## src/srs_pkg.sv

```systemverilog
// shared constants, types and helpers for the streaming find-and-replace core
package srs_pkg;

   localparam int PATTERN_MAX_DEF = 8;
   localparam int REPLACEMENT_MAX = 8;
   localparam int LEN_CAP = 8;
   localparam int BYTE_W = 8;
   localparam int WORD_W = 64;
   localparam int COUNT_W = 16;
   localparam int LEN_W = 4;
   localparam int QUEUE_DEPTH = 16;
   localparam int QUEUE_AW = $clog2(QUEUE_DEPTH);
   localparam int CSR_AW = 3;
   localparam int CSR_DW = 64;

   localparam logic [CSR_AW-1:0] CSR_PATTERN_BYTES = 3'd0;
   localparam logic [CSR_AW-1:0] CSR_PATTERN_LENGTH = 3'd1;
   localparam logic [CSR_AW-1:0] CSR_REPLACEMENT_BYTES = 3'd2;
   localparam logic [CSR_AW-1:0] CSR_REPLACEMENT_LENGTH = 3'd3;
   localparam logic [CSR_AW-1:0] CSR_LIMIT_COUNT = 3'd4;
   localparam logic [CSR_AW-1:0] CSR_LIMIT_ENABLE = 3'd5;
   localparam logic [CSR_AW-1:0] CSR_ANCHORED_MODE = 3'd6;

   typedef struct packed {
      logic load;
      logic shift;
      logic clear;
   } win_ctrl_type;

   function automatic logic [LEN_W-1:0] eff_len(input logic [LEN_W-1:0] len, input int cap);
      logic [LEN_W-1:0] r;
      r = len;
      if (int'(r) > LEN_CAP) begin
         r = LEN_W'(LEN_CAP);
      end
      if (int'(r) > cap) begin
         r = LEN_W'(cap);
      end
      return r;
   endfunction

endpackage

```

## src/srs_cell.sv

```systemverilog
// one window cell: holds a byte, takes its neighbor's byte on shift, compares to its pattern byte
module srs_cell (
   input  logic       clock,
   input  logic       load,
   input  logic       shift,
   input  logic [7:0] new_byte,
   input  logic [7:0] near_byte,
   input  logic [7:0] pattern_byte,
   output logic [7:0] cell_byte,
   output logic       match
);

   logic [7:0] byte_ff;
   logic [7:0] byte_in;

   always_comb begin
      byte_in = byte_ff;
      if (load) begin
         byte_in = new_byte;
      end else if (shift) begin
         byte_in = near_byte;
      end
   end

   always_ff @(posedge clock) begin
      byte_ff <= byte_in;
   end

   assign cell_byte = byte_ff;
   assign match = (byte_ff == pattern_byte);

endmodule

```

## src/srs_window.sv

```systemverilog
// match window: a row of cells shifting toward the head, with its fill count
module srs_window #(
   parameter int DEPTH = srs_pkg::PATTERN_MAX_DEF,
   localparam int FILL_W = $clog2(DEPTH + 1)
) (
   input  logic                       clock,
   input  logic                       reset,
   input  srs_pkg::win_ctrl_type      ctrl,
   input  logic [7:0]                 new_byte,
   input  logic [srs_pkg::WORD_W-1:0] pattern_bytes,
   output logic [FILL_W-1:0]          fill,
   output logic [7:0]                 head_byte,
   output logic                       all_match
);

   logic [FILL_W-1:0] fill_ff;
   logic [FILL_W-1:0] fill_in;
   logic [7:0]        cell_bytes [DEPTH];
   logic [DEPTH-1:0]  cell_ok;

   for (genvar i = 0; i < DEPTH; i++) begin : g_cell
      logic [7:0] near;
      logic       match;
      if (i == DEPTH - 1) begin : g_tail
         assign near = '0;
      end else begin : g_mid
         assign near = cell_bytes[i+1];
      end
      srs_cell u_cell (
         .clock        (clock),
         .load         (ctrl.load && (fill_ff == FILL_W'(i))),
         .shift        (ctrl.shift),
         .new_byte     (new_byte),
         .near_byte    (near),
         .pattern_byte (pattern_bytes[(i % 8) * 8 +: 8]),
         .cell_byte    (cell_bytes[i]),
         .match        (match)
      );
      assign cell_ok[i] = (fill_ff <= FILL_W'(i)) || match;
   end

   always_comb begin
      fill_in = fill_ff;
      if (ctrl.clear) begin
         fill_in = '0;
      end else if (ctrl.load) begin
         fill_in = fill_ff + FILL_W'(1);
      end else if (ctrl.shift) begin
         fill_in = fill_ff - FILL_W'(1);
      end
   end

   always_ff @(posedge clock) begin
      if (reset) begin
         fill_ff <= '0;
      end else begin
         fill_ff <= fill_in;
      end
   end

   assign fill = fill_ff;
   assign head_byte = cell_bytes[0];
   assign all_match = &cell_ok;

endmodule

```

## src/substring_replace_stream_core.sv

```systemverilog
// top level of the streaming find-and-replace core
// Source bytes enter on req_ one at a time, req_tlast marking the last byte of a string.
// While replacing is on, each accepted byte is appended to a window of PATTERN_MAX cells that
// shifts toward its head; each step decides whether the window matches the pattern in full, is
// still a prefix, or must pass its oldest byte out, and in anchored mode a mismatch flushes the
// window and stops replacing. Replacement bytes are queued one per cycle. Every byte a source
// byte causes is gathered in a 16-entry result queue and then sent on rsp_, one transfer per
// cycle while rsp_tready allows, so that the count and the end flags are final on each. Source
// bytes are handled one at a time, as the single shifting window and the single rsp_ port
// demand; each passes the step states in order: idle, then scan or flush, replace after a
// match, then finish and drain. The next byte is taken once the last transfer of the previous
// one has been put on rsp_, even while that transfer still waits for rsp_tready.
// A string end that causes no byte still gives one transfer with tuser byte_valid low.
// Configuration is to be written on csr_ only while no byte is in progress; the core does not enforce this.
module substring_replace_stream_core #(
   parameter int PATTERN_MAX = srs_pkg::PATTERN_MAX_DEF
) (
   input  logic                       clock,
   input  logic                       reset,
   input  logic                       req_tvalid,
   output logic                       req_tready,
   input  logic [7:0]                 req_tdata,   // [7:0] in_byte
   input  logic                       req_tlast,
   output logic                       rsp_tvalid,
   input  logic                       rsp_tready,
   output logic [23:0]                rsp_tdata,   // [7:0] out_byte, [23:8] replacements
   output logic                       rsp_tlast,
   output logic [1:0]                 rsp_tuser,   // [0] byte_valid, [1] string_done
   input  logic                       csr_wen,
   input  logic [srs_pkg::CSR_AW-1:0] csr_index,
   input  logic [srs_pkg::CSR_DW-1:0] csr_wdata
);

   localparam int FILL_W = $clog2(PATTERN_MAX + 1);
   localparam int QAW = srs_pkg::QUEUE_AW;

   typedef enum logic [5:0] {
      ST_IDLE   = 6'b000001,
      ST_SCAN   = 6'b000010,
      ST_REPL   = 6'b000100,
      ST_FLUSH  = 6'b001000,
      ST_FINISH = 6'b010000,
      ST_DRAIN  = 6'b100000
   } state_type;

   logic [srs_pkg::WORD_W-1:0]  pattern_bytes_ff;
   logic [srs_pkg::LEN_W-1:0]   pattern_length_ff;
   logic [srs_pkg::WORD_W-1:0]  replacement_bytes_ff;
   logic [srs_pkg::LEN_W-1:0]   replacement_length_ff;
   logic [srs_pkg::COUNT_W-1:0] limit_count_ff;
   logic                        limit_enable_ff;
   logic                        anchored_mode_ff;

   state_type                   state_ff, state_in;
   logic [srs_pkg::COUNT_W-1:0] match_count_ff, match_count_in;
   logic                        stopped_ff, stopped_in;
   logic [srs_pkg::COUNT_W-1:0] snap_ff, snap_in;
   logic [7:0]                  byte_ff, byte_in;
   logic                        eos_ff, eos_in;
   logic                        tail_ff, tail_in;
   logic [QAW:0]                wr_ff, wr_in;
   logic [QAW:0]                rd_ff, rd_in;
   logic [srs_pkg::LEN_W-1:0]   rcnt_ff, rcnt_in;
   logic [7:0]                  queue_ff [srs_pkg::QUEUE_DEPTH];

   logic                        rsp_valid_ff, rsp_valid_in;
   logic [7:0]                  rsp_byte_ff, rsp_byte_in;
   logic                        rsp_bvalid_ff, rsp_bvalid_in;
   logic                        rsp_last_ff, rsp_last_in;
   logic                        rsp_done_ff, rsp_done_in;
   logic [srs_pkg::COUNT_W-1:0] rsp_count_ff, rsp_count_in;

   srs_pkg::win_ctrl_type       win_ctrl;
   logic [FILL_W-1:0]           fill;
   logic [7:0]                  head_byte;
   logic                        all_match;
   logic                        push_en;
   logic [7:0]                  push_byte;

   logic [srs_pkg::LEN_W-1:0]   plen;
   logic [srs_pkg::LEN_W-1:0]   rlen;
   logic                        limit_hit;
   logic [srs_pkg::COUNT_W-1:0] count_inc;
   logic                        hit_after;
   logic                        out_free;
   logic                        fill_zero;
   logic                        fill_full;
   logic                        q_last;

   assign plen = srs_pkg::eff_len(pattern_length_ff, PATTERN_MAX);
   assign rlen = srs_pkg::eff_len(replacement_length_ff, srs_pkg::REPLACEMENT_MAX);
   assign limit_hit = limit_enable_ff && (match_count_ff >= limit_count_ff);
   assign count_inc = (match_count_ff == '1) ? match_count_ff
                                             : match_count_ff + srs_pkg::COUNT_W'(1);
   assign hit_after = limit_enable_ff && (count_inc >= limit_count_ff);
   assign out_free = !rsp_valid_ff || rsp_tready;
   assign fill_zero = (fill == '0);
   assign fill_full = (int'(fill) == PATTERN_MAX);
   assign q_last = (rd_ff + (QAW + 1)'(1)) == wr_ff;

   srs_window #(
      .DEPTH (PATTERN_MAX)
   ) u_window (
      .clock         (clock),
      .reset         (reset),
      .ctrl          (win_ctrl),
      .new_byte      (req_tdata),
      .pattern_bytes (pattern_bytes_ff),
      .fill          (fill),
      .head_byte     (head_byte),
      .all_match     (all_match)
   );

   // configuration registers
   always_ff @(posedge clock) begin
      if (reset) begin
         pattern_bytes_ff      <= '0;
         pattern_length_ff     <= '0;
         replacement_bytes_ff  <= '0;
         replacement_length_ff <= '0;
         limit_count_ff        <= '0;
         limit_enable_ff       <= 1'b0;
         anchored_mode_ff      <= 1'b0;
      end else if (csr_wen) begin
         unique case (csr_index)
            srs_pkg::CSR_PATTERN_BYTES: begin
               pattern_bytes_ff <= csr_wdata;
            end
            srs_pkg::CSR_PATTERN_LENGTH: begin
               pattern_length_ff <= csr_wdata[srs_pkg::LEN_W-1:0];
            end
            srs_pkg::CSR_REPLACEMENT_BYTES: begin
               replacement_bytes_ff <= csr_wdata;
            end
            srs_pkg::CSR_REPLACEMENT_LENGTH: begin
               replacement_length_ff <= csr_wdata[srs_pkg::LEN_W-1:0];
            end
            srs_pkg::CSR_LIMIT_COUNT: begin
               limit_count_ff <= csr_wdata[srs_pkg::COUNT_W-1:0];
            end
            srs_pkg::CSR_LIMIT_ENABLE: begin
               limit_enable_ff <= csr_wdata[0];
            end
            srs_pkg::CSR_ANCHORED_MODE: begin
               anchored_mode_ff <= csr_wdata[0];
            end
            default: begin
            end
         endcase
      end
   end

   // step sequencer
   always_comb begin
      state_in       = state_ff;
      match_count_in = match_count_ff;
      stopped_in     = stopped_ff;
      snap_in        = snap_ff;
      byte_in        = byte_ff;
      eos_in         = eos_ff;
      tail_in        = tail_ff;
      rd_in          = rd_ff;
      rcnt_in        = rcnt_ff;
      win_ctrl       = '0;
      push_en        = 1'b0;
      push_byte      = head_byte;
      rsp_valid_in   = rsp_valid_ff && !rsp_tready;
      rsp_byte_in    = rsp_byte_ff;
      rsp_bvalid_in  = rsp_bvalid_ff;
      rsp_last_in    = rsp_last_ff;
      rsp_done_in    = rsp_done_ff;
      rsp_count_in   = rsp_count_ff;

      unique case (state_ff)
         ST_IDLE: begin
            if (req_tvalid) begin
               byte_in = req_tdata;
               eos_in  = req_tlast;
               if ((plen == '0) || stopped_ff || limit_hit) begin
                  tail_in  = 1'b1;
                  state_in = ST_FLUSH;
               end else begin
                  if (fill_full) begin
                     push_en   = 1'b1;
                     push_byte = req_tdata;
                  end else begin
                     win_ctrl.load = 1'b1;
                  end
                  state_in = ST_SCAN;
               end
            end
         end
         ST_SCAN: begin
            if (fill_zero) begin
               state_in = ST_FINISH;
            end else if ((int'(fill) == int'(plen)) && all_match) begin
               win_ctrl.clear = 1'b1;
               match_count_in = count_inc;
               if (hit_after) begin
                  stopped_in = 1'b1;
               end
               rcnt_in  = '0;
               state_in = ST_REPL;
            end else if ((int'(fill) < int'(plen)) && all_match) begin
               state_in = ST_FINISH;
            end else if (anchored_mode_ff) begin
               stopped_in = 1'b1;
               tail_in    = 1'b0;
               state_in   = ST_FLUSH;
            end else begin
               push_en        = 1'b1;
               win_ctrl.shift = 1'b1;
            end
         end
         ST_REPL: begin
            if (rcnt_ff < rlen) begin
               push_en   = 1'b1;
               push_byte = replacement_bytes_ff[{rcnt_ff[2:0], 3'b000} +: 8];
               rcnt_in   = rcnt_ff + srs_pkg::LEN_W'(1);
            end else begin
               state_in = ST_FINISH;
            end
         end
         ST_FLUSH: begin
            if (!fill_zero) begin
               push_en        = 1'b1;
               win_ctrl.shift = 1'b1;
            end else begin
               if (tail_ff) begin
                  push_en   = 1'b1;
                  push_byte = byte_ff;
               end
               state_in = ST_FINISH;
            end
         end
         ST_FINISH: begin
            if (eos_ff && !fill_zero) begin
               push_en        = 1'b1;
               win_ctrl.shift = 1'b1;
            end else begin
               snap_in = match_count_ff;
               if (eos_ff) begin
                  match_count_in = '0;
                  stopped_in     = 1'b0;
               end
               rd_in    = '0;
               state_in = ST_DRAIN;
            end
         end
         ST_DRAIN: begin
            if (out_free) begin
               if (rd_ff < wr_ff) begin
                  rsp_valid_in  = 1'b1;
                  rsp_byte_in   = queue_ff[rd_ff[QAW-1:0]];
                  rsp_bvalid_in = 1'b1;
                  rsp_last_in   = q_last;
                  rsp_done_in   = q_last && eos_ff;
                  rsp_count_in  = snap_ff;
                  rd_in         = rd_ff + (QAW + 1)'(1);
                  if (q_last) begin
                     state_in = ST_IDLE;
                  end
               end else begin
                  if (eos_ff) begin
                     rsp_valid_in  = 1'b1;
                     rsp_byte_in   = '0;
                     rsp_bvalid_in = 1'b0;
                     rsp_last_in   = 1'b1;
                     rsp_done_in   = 1'b1;
                     rsp_count_in  = snap_ff;
                  end
                  state_in = ST_IDLE;
               end
            end
         end
         default: begin
            state_in = ST_IDLE;
         end
      endcase
   end

   // result queue fill pointer, emptied when the queue has drained
   always_comb begin
      wr_in = wr_ff;
      if (push_en) begin
         wr_in = wr_ff + (QAW + 1)'(1);
      end else if ((state_ff == ST_DRAIN) && (state_in == ST_IDLE)) begin
         wr_in = '0;
      end
   end

   always_ff @(posedge clock) begin
      if (push_en) begin
         queue_ff[wr_ff[QAW-1:0]] <= push_byte;
      end
   end

   always_ff @(posedge clock) begin
      if (reset) begin
         state_ff       <= ST_IDLE;
         match_count_ff <= '0;
         stopped_ff     <= 1'b0;
         wr_ff          <= '0;
         rd_ff          <= '0;
         rsp_valid_ff   <= 1'b0;
      end else begin
         state_ff       <= state_in;
         match_count_ff <= match_count_in;
         stopped_ff     <= stopped_in;
         wr_ff          <= wr_in;
         rd_ff          <= rd_in;
         rsp_valid_ff   <= rsp_valid_in;
      end
   end

   always_ff @(posedge clock) begin
      snap_ff       <= snap_in;
      byte_ff       <= byte_in;
      eos_ff        <= eos_in;
      tail_ff       <= tail_in;
      rcnt_ff       <= rcnt_in;
      rsp_byte_ff   <= rsp_byte_in;
      rsp_bvalid_ff <= rsp_bvalid_in;
      rsp_last_ff   <= rsp_last_in;
      rsp_done_ff   <= rsp_done_in;
      rsp_count_ff  <= rsp_count_in;
   end

   assign req_tready = (state_ff == ST_IDLE);
   assign rsp_tvalid = rsp_valid_ff;
   assign rsp_tdata  = {rsp_count_ff, rsp_byte_ff};
   assign rsp_tlast  = rsp_last_ff;
   assign rsp_tuser  = {rsp_done_ff, rsp_bvalid_ff};

endmodule

```

## config.mk

```make
export PLATFORM = sky130hd
export DESIGN_NAME = substring_replace_stream_core
export DESIGN_NICKNAME = d
export VERILOG_FILES = /design/src/srs_pkg.sv /design/src/srs_cell.sv /design/src/srs_window.sv /design/src/substring_replace_stream_core.sv
export SDC_FILE = /design/constraint.sdc
export NUM_CORES = 1
export LEC_CHECK = 0
export ABC_AREA = 1
export BUFFER_PORTS_ARGS = -buffer_cell sky130_fd_sc_hd__buf_2
export CAP_MARGIN = 10
export CORE_AREA = 2 2 239 241
export DETAILED_ROUTE_END_ITERATION = 7
export DIE_AREA = 0 0 241 243
export GPL_ROUTABILITY_DRIVEN = 0
export PLACE_DENSITY = 0.55
export RECOVER_POWER = 25
export SLEW_MARGIN = 40
export SYNTH_ARGS = -nofsm -noshare
export SYNTH_HDL_FRONTEND = slang
export SYNTH_SLANG_ARGS = --single-unit
```

## constraint.sdc

```tcl
create_clock -name clock -period 5.7 [get_ports clock]
set_input_delay 0.57 -clock clock [delete_from_list [all_inputs] [get_ports clock]]
set_output_delay 0.57 -clock clock [all_outputs]
set_load 0.05 [all_outputs]
```

==> impl_metrics.env <==
export IMPL_status="finished with violations"
export IMPL_failed_checks="capacitance limit, slew limit"
export IMPL_fmax_mhz=242
export IMPL_yosysTopAreaCell="edfxtp_1"
export IMPL_cts_clk_slew_worst_paths_ns=0.06
export IMPL_pre_cts_ws_ns=2.17
export IMPL_root_buffer="clkbuf_16"
export IMPL_synth_top_area_share_pct=36.6
export IMPL_final_layout_size_suffix_gt1_share_pct=8.82
export IMPL_io_buffers=109
export IMPL_cts_setup_buffers=0
export IMPL_drt_wl_total_um=56800
export IMPL_critical_path_max_stage_delay_ns=1.74
export IMPL_hpwl_um=39900
export IMPL_wire_per_inst_um=18.2
export IMPL_cp_data_required_time_ns=6.14
export IMPL_worstHoldStart="req_tlast"
export IMPL_antenna_found_initial=0
export IMPL_initial_core_util_pct=36.6
export IMPL_syn_cell_area_sq_um=20500
export IMPL_htreeDepth=2
export IMPL_power_density_nw_per_um2=324
export IMPL_synthTopCellsByArea="edfxtp_1 37%, dfxtp_1 19%, o21ai_0 6.9%, nor2_1 6.8%, nand2_1 5.7%"
export IMPL_finalCritPeriodShare_pct=72.6
export IMPL_reg2reg_slack_ns=2.06
export IMPL_ys_seq_area_share_pct=55.7
export IMPL_fp_row_count=87
export IMPL_cts_num_sinks=445
export IMPL_grt_ovfl_total=0
export IMPL_total_leakage_power_nw=9.05
export IMPL_setup_viol=0
export IMPL_regArea_sq_um=11400
export IMPL_worstHoldPathCells=1
export IMPL_ios=110
export IMPL_end_kind="flop"
export IMPL_synth_edf_count=249
export IMPL_tns_ns=0
export IMPL_crit_fanout=75
export IMPL_final_nets=2456
export IMPL_syn2layout_area_growth_pct=13.4
export IMPL_fill_cells=5587
export IMPL_dieArea_sq_um=58600
export IMPL_p_total_mw=7.52
export IMPL_antennaDiodeCount=0
export IMPL_die_width_um=241
export IMPL_rr_startpoint="rcnt_ff[0]"
export IMPL_crit_chain="buf_2 > clkinvlp_2 > clkbuf_2 > nand2_1 > a21oi_1"
export IMPL_first_pass_iters=6
export IMPL_die_height_um=243
export IMPL_post_cts_resized=0
export IMPL_clock_skew_ns=0.0386
export IMPL_cts_made_buffers=48
export IMPL_drc=0
export IMPL_syn_inst=2251
export IMPL_grt_max_degree=79
export IMPL_syn_avg_cell_area_sq_um=9.09
export IMPL_core_sq_um=56000
export IMPL_whs_endpoint="eos_ff"
export IMPL_clock_path_buffers=3
export IMPL_slew_headroom_pct=-37.2
export IMPL_hold_viol=0
export IMPL_async_flop_share_pct=0
export IMPL_synth_ff_type="edfxtp_1"
export IMPL_ant_nets=0
export IMPL_crit_path_start_kind="primary input"
export IMPL_fin_crit_ns=4.14
export IMPL_tightestPinTransition_ns=2.05
export IMPL_cp_arrival_ns=4.58
export IMPL_peakVddDrop_v=0.000219
export IMPL_critPathKind="in -> reg"
export IMPL_cts_tree="yes"
export IMPL_hp_class="in -> reg"
export IMPL_drt_initial_drc_count=1249
export IMPL_post_route_util_pct=41.5
export IMPL_grt_pass1_vias=15086
export IMPL_multi_input_area_sq_um=7880
export IMPL_r2r_cells=13
export IMPL_globalRouteTotalUtil_pct=19.3
export IMPL_synth_nets=2387
export IMPL_r2r_end="queue_ff[10][5]"
export IMPL_slowest_stage="clkinvlp_2"
export IMPL_grt_pass1_wl_um=86900
export IMPL_rsz0062_at_grt="no"
export IMPL_yosys_warnings=0
export IMPL_ys_ff_latch=445
export IMPL_max_cap_violations=1
export IMPL_synth_distinct_cells=51
export IMPL_route_vias_total=15788
export IMPL_ctsHoldBuffers=0
export IMPL_insertion_delay_ns=0.60
export IMPL_timing_final_ws_setup_ns=1.56
export IMPL_drv_slew=64
export IMPL_vias_per_cell=5.07
synthesized netlist by cell type (3+ instances only):
master    count
a221oi_1      3
buf_4         3
nand3_2       5
nor2_2        4
clkbuf_1     90
o21a_1        6
nor2_4        3
a32oi_1       5
a22oi_1       8
xor2_1       18
or2_2         4
dfxtp_1     196
o211ai_1     32
o21ai_1       7
buf_2         5
nand2_1     312
nand3_1      49
xnor2_1      54
edfxtp_1    249
a31oi_1       8
nor2_1      373
inv_2        16
mux2i_1      30
a32o_1        4
nand4_1      16
a211oi_1     11
inv_1       190
clkinv_1      3
ha_1         55
nor3_1       15
o21ai_0     280
a21oi_1     175
metrics by stage:
step	cells	area, sq um	hold slack, ns
6_report	3114	23200	0.203
5_1_grt	3114	23200	0.206
4_1_cts	3114	23300	0.151
3_5_place_dp	3026	21700	0.405
3_3_place_gp	3026	21700	0.401
2_1_floorplan	2251	20500	0.400
state kept, by name (all words and copies together) (netlist names), 8 cells and up, named ones only:
register	count
u_window.g_cell.u_cell.cell_byte	64
rsp_count_ff	16
limit_count_ff	16
byte_ff	8
rsp_byte_ff	8
match_count_ff	16
snap_ff	16
queue_ff	128
replacement_bytes_ff	64
pattern_bytes_ff	64
metal layers:
metal | track usage (%) | part of all wire, % | routed length (um) | vias to the layer above
met4 | 4.67 | 1.9 | 1090 | 0
met5 | 0 | 0 | 0 | -
met3 | 3.63 | 6.6 | 3730 | 74
met1 | 26.8 | 45 | 25800 | 7475
met2 | 30.8 | 46 | 26200 | 482
li1 | - | - | - | 7757
layout by cell type, fill, tap and decap left out, types with 6 or more instances in the layout:
cell type    n
a211oi_1    11
a21oi_1    168
a21oi_2      7
a22oi_1      8
a31oi_1      8
buf_2       71
buf_4        9
clkbuf_1    50
clkbuf_16   49
clkinv_1     7
clkinv_2     8
dfxtp_1    194
edfxtp_1   249
ha_1        55
inv_1      189
inv_2       16
mux2i_1     30
nand2_1    312
nand3_1     49
nand4_1     16
nor2_1     370
nor2_2       6
nor3_1      15
o211ai_1    32
o21a_1       6
o21ai_0    280
o21ai_1      7
xnor2_1     54
xor2_1      18
area by class of cell:
class / count / share of cell area [%]
well taps: 756 / 4.08
clock buffers: 65 / 5.76
flip-flops and latches: 445 / 49.2
inverters: 209 / 3.40
multi-input cells: 1496 / 34.0
clock inverters: 23 / 1.12
repair buffers: 120 / 2.48
worst max path at each step:
stage | start | to
3_5_place_dp | rcnt_ff[0] | queue_ff[14][0]
6_report | reset | u_window.fill[0]
4_1_cts | rcnt_ff[0] | queue_ff[14][5]
5_1_grt | reset | u_window.fill[1]
2_1_floorplan | wr_ff[2] | rsp_bvalid_ff
3_3_place_gp | rcnt_ff[0] | queue_ff[10][0]
critical path, delay by kind of cell:
| kind | cells | cell delay [ns] |
|---|---|---|
| AND/OR/NAND/NOR | 1 | 0.47 |
| buffers and inverters | 3 | 3.38 |
| AO/OA/AOI/OAI | 1 | 0.07 |
power breakdown:
group | total, mW | switching, mW | internal (mW)
sequential | 3.63 | 0.0571 | 3.57
combinational | 0.718 | 0.522 | 0.196
clock | 3.18 | 1.31 | 1.87
total | 7.52 | 1.89 | 5.64
cells by family (layout without fill, tap and decap cells):
| family | count (synthesis) | count (layout) | synth area share (%) |
|---|---|---|---|
| AO/OA/AOI/OAI | 546 | 546 | 14.5 |
| XOR/XNOR | 72 | 72 | 3.08 |
| adder cells (fa/ha/maj) | 55 | 55 | 3.36 |
| buffers and inverters | 310 | 417 | 5.81 |
| flip-flops | 445 | 445 | 55.7 |
| multiplexers | 31 | 31 | 1.52 |
| AND/OR/NAND/NOR | 792 | 792 | 15.9 |
Power figures use the tool's default switching activity.
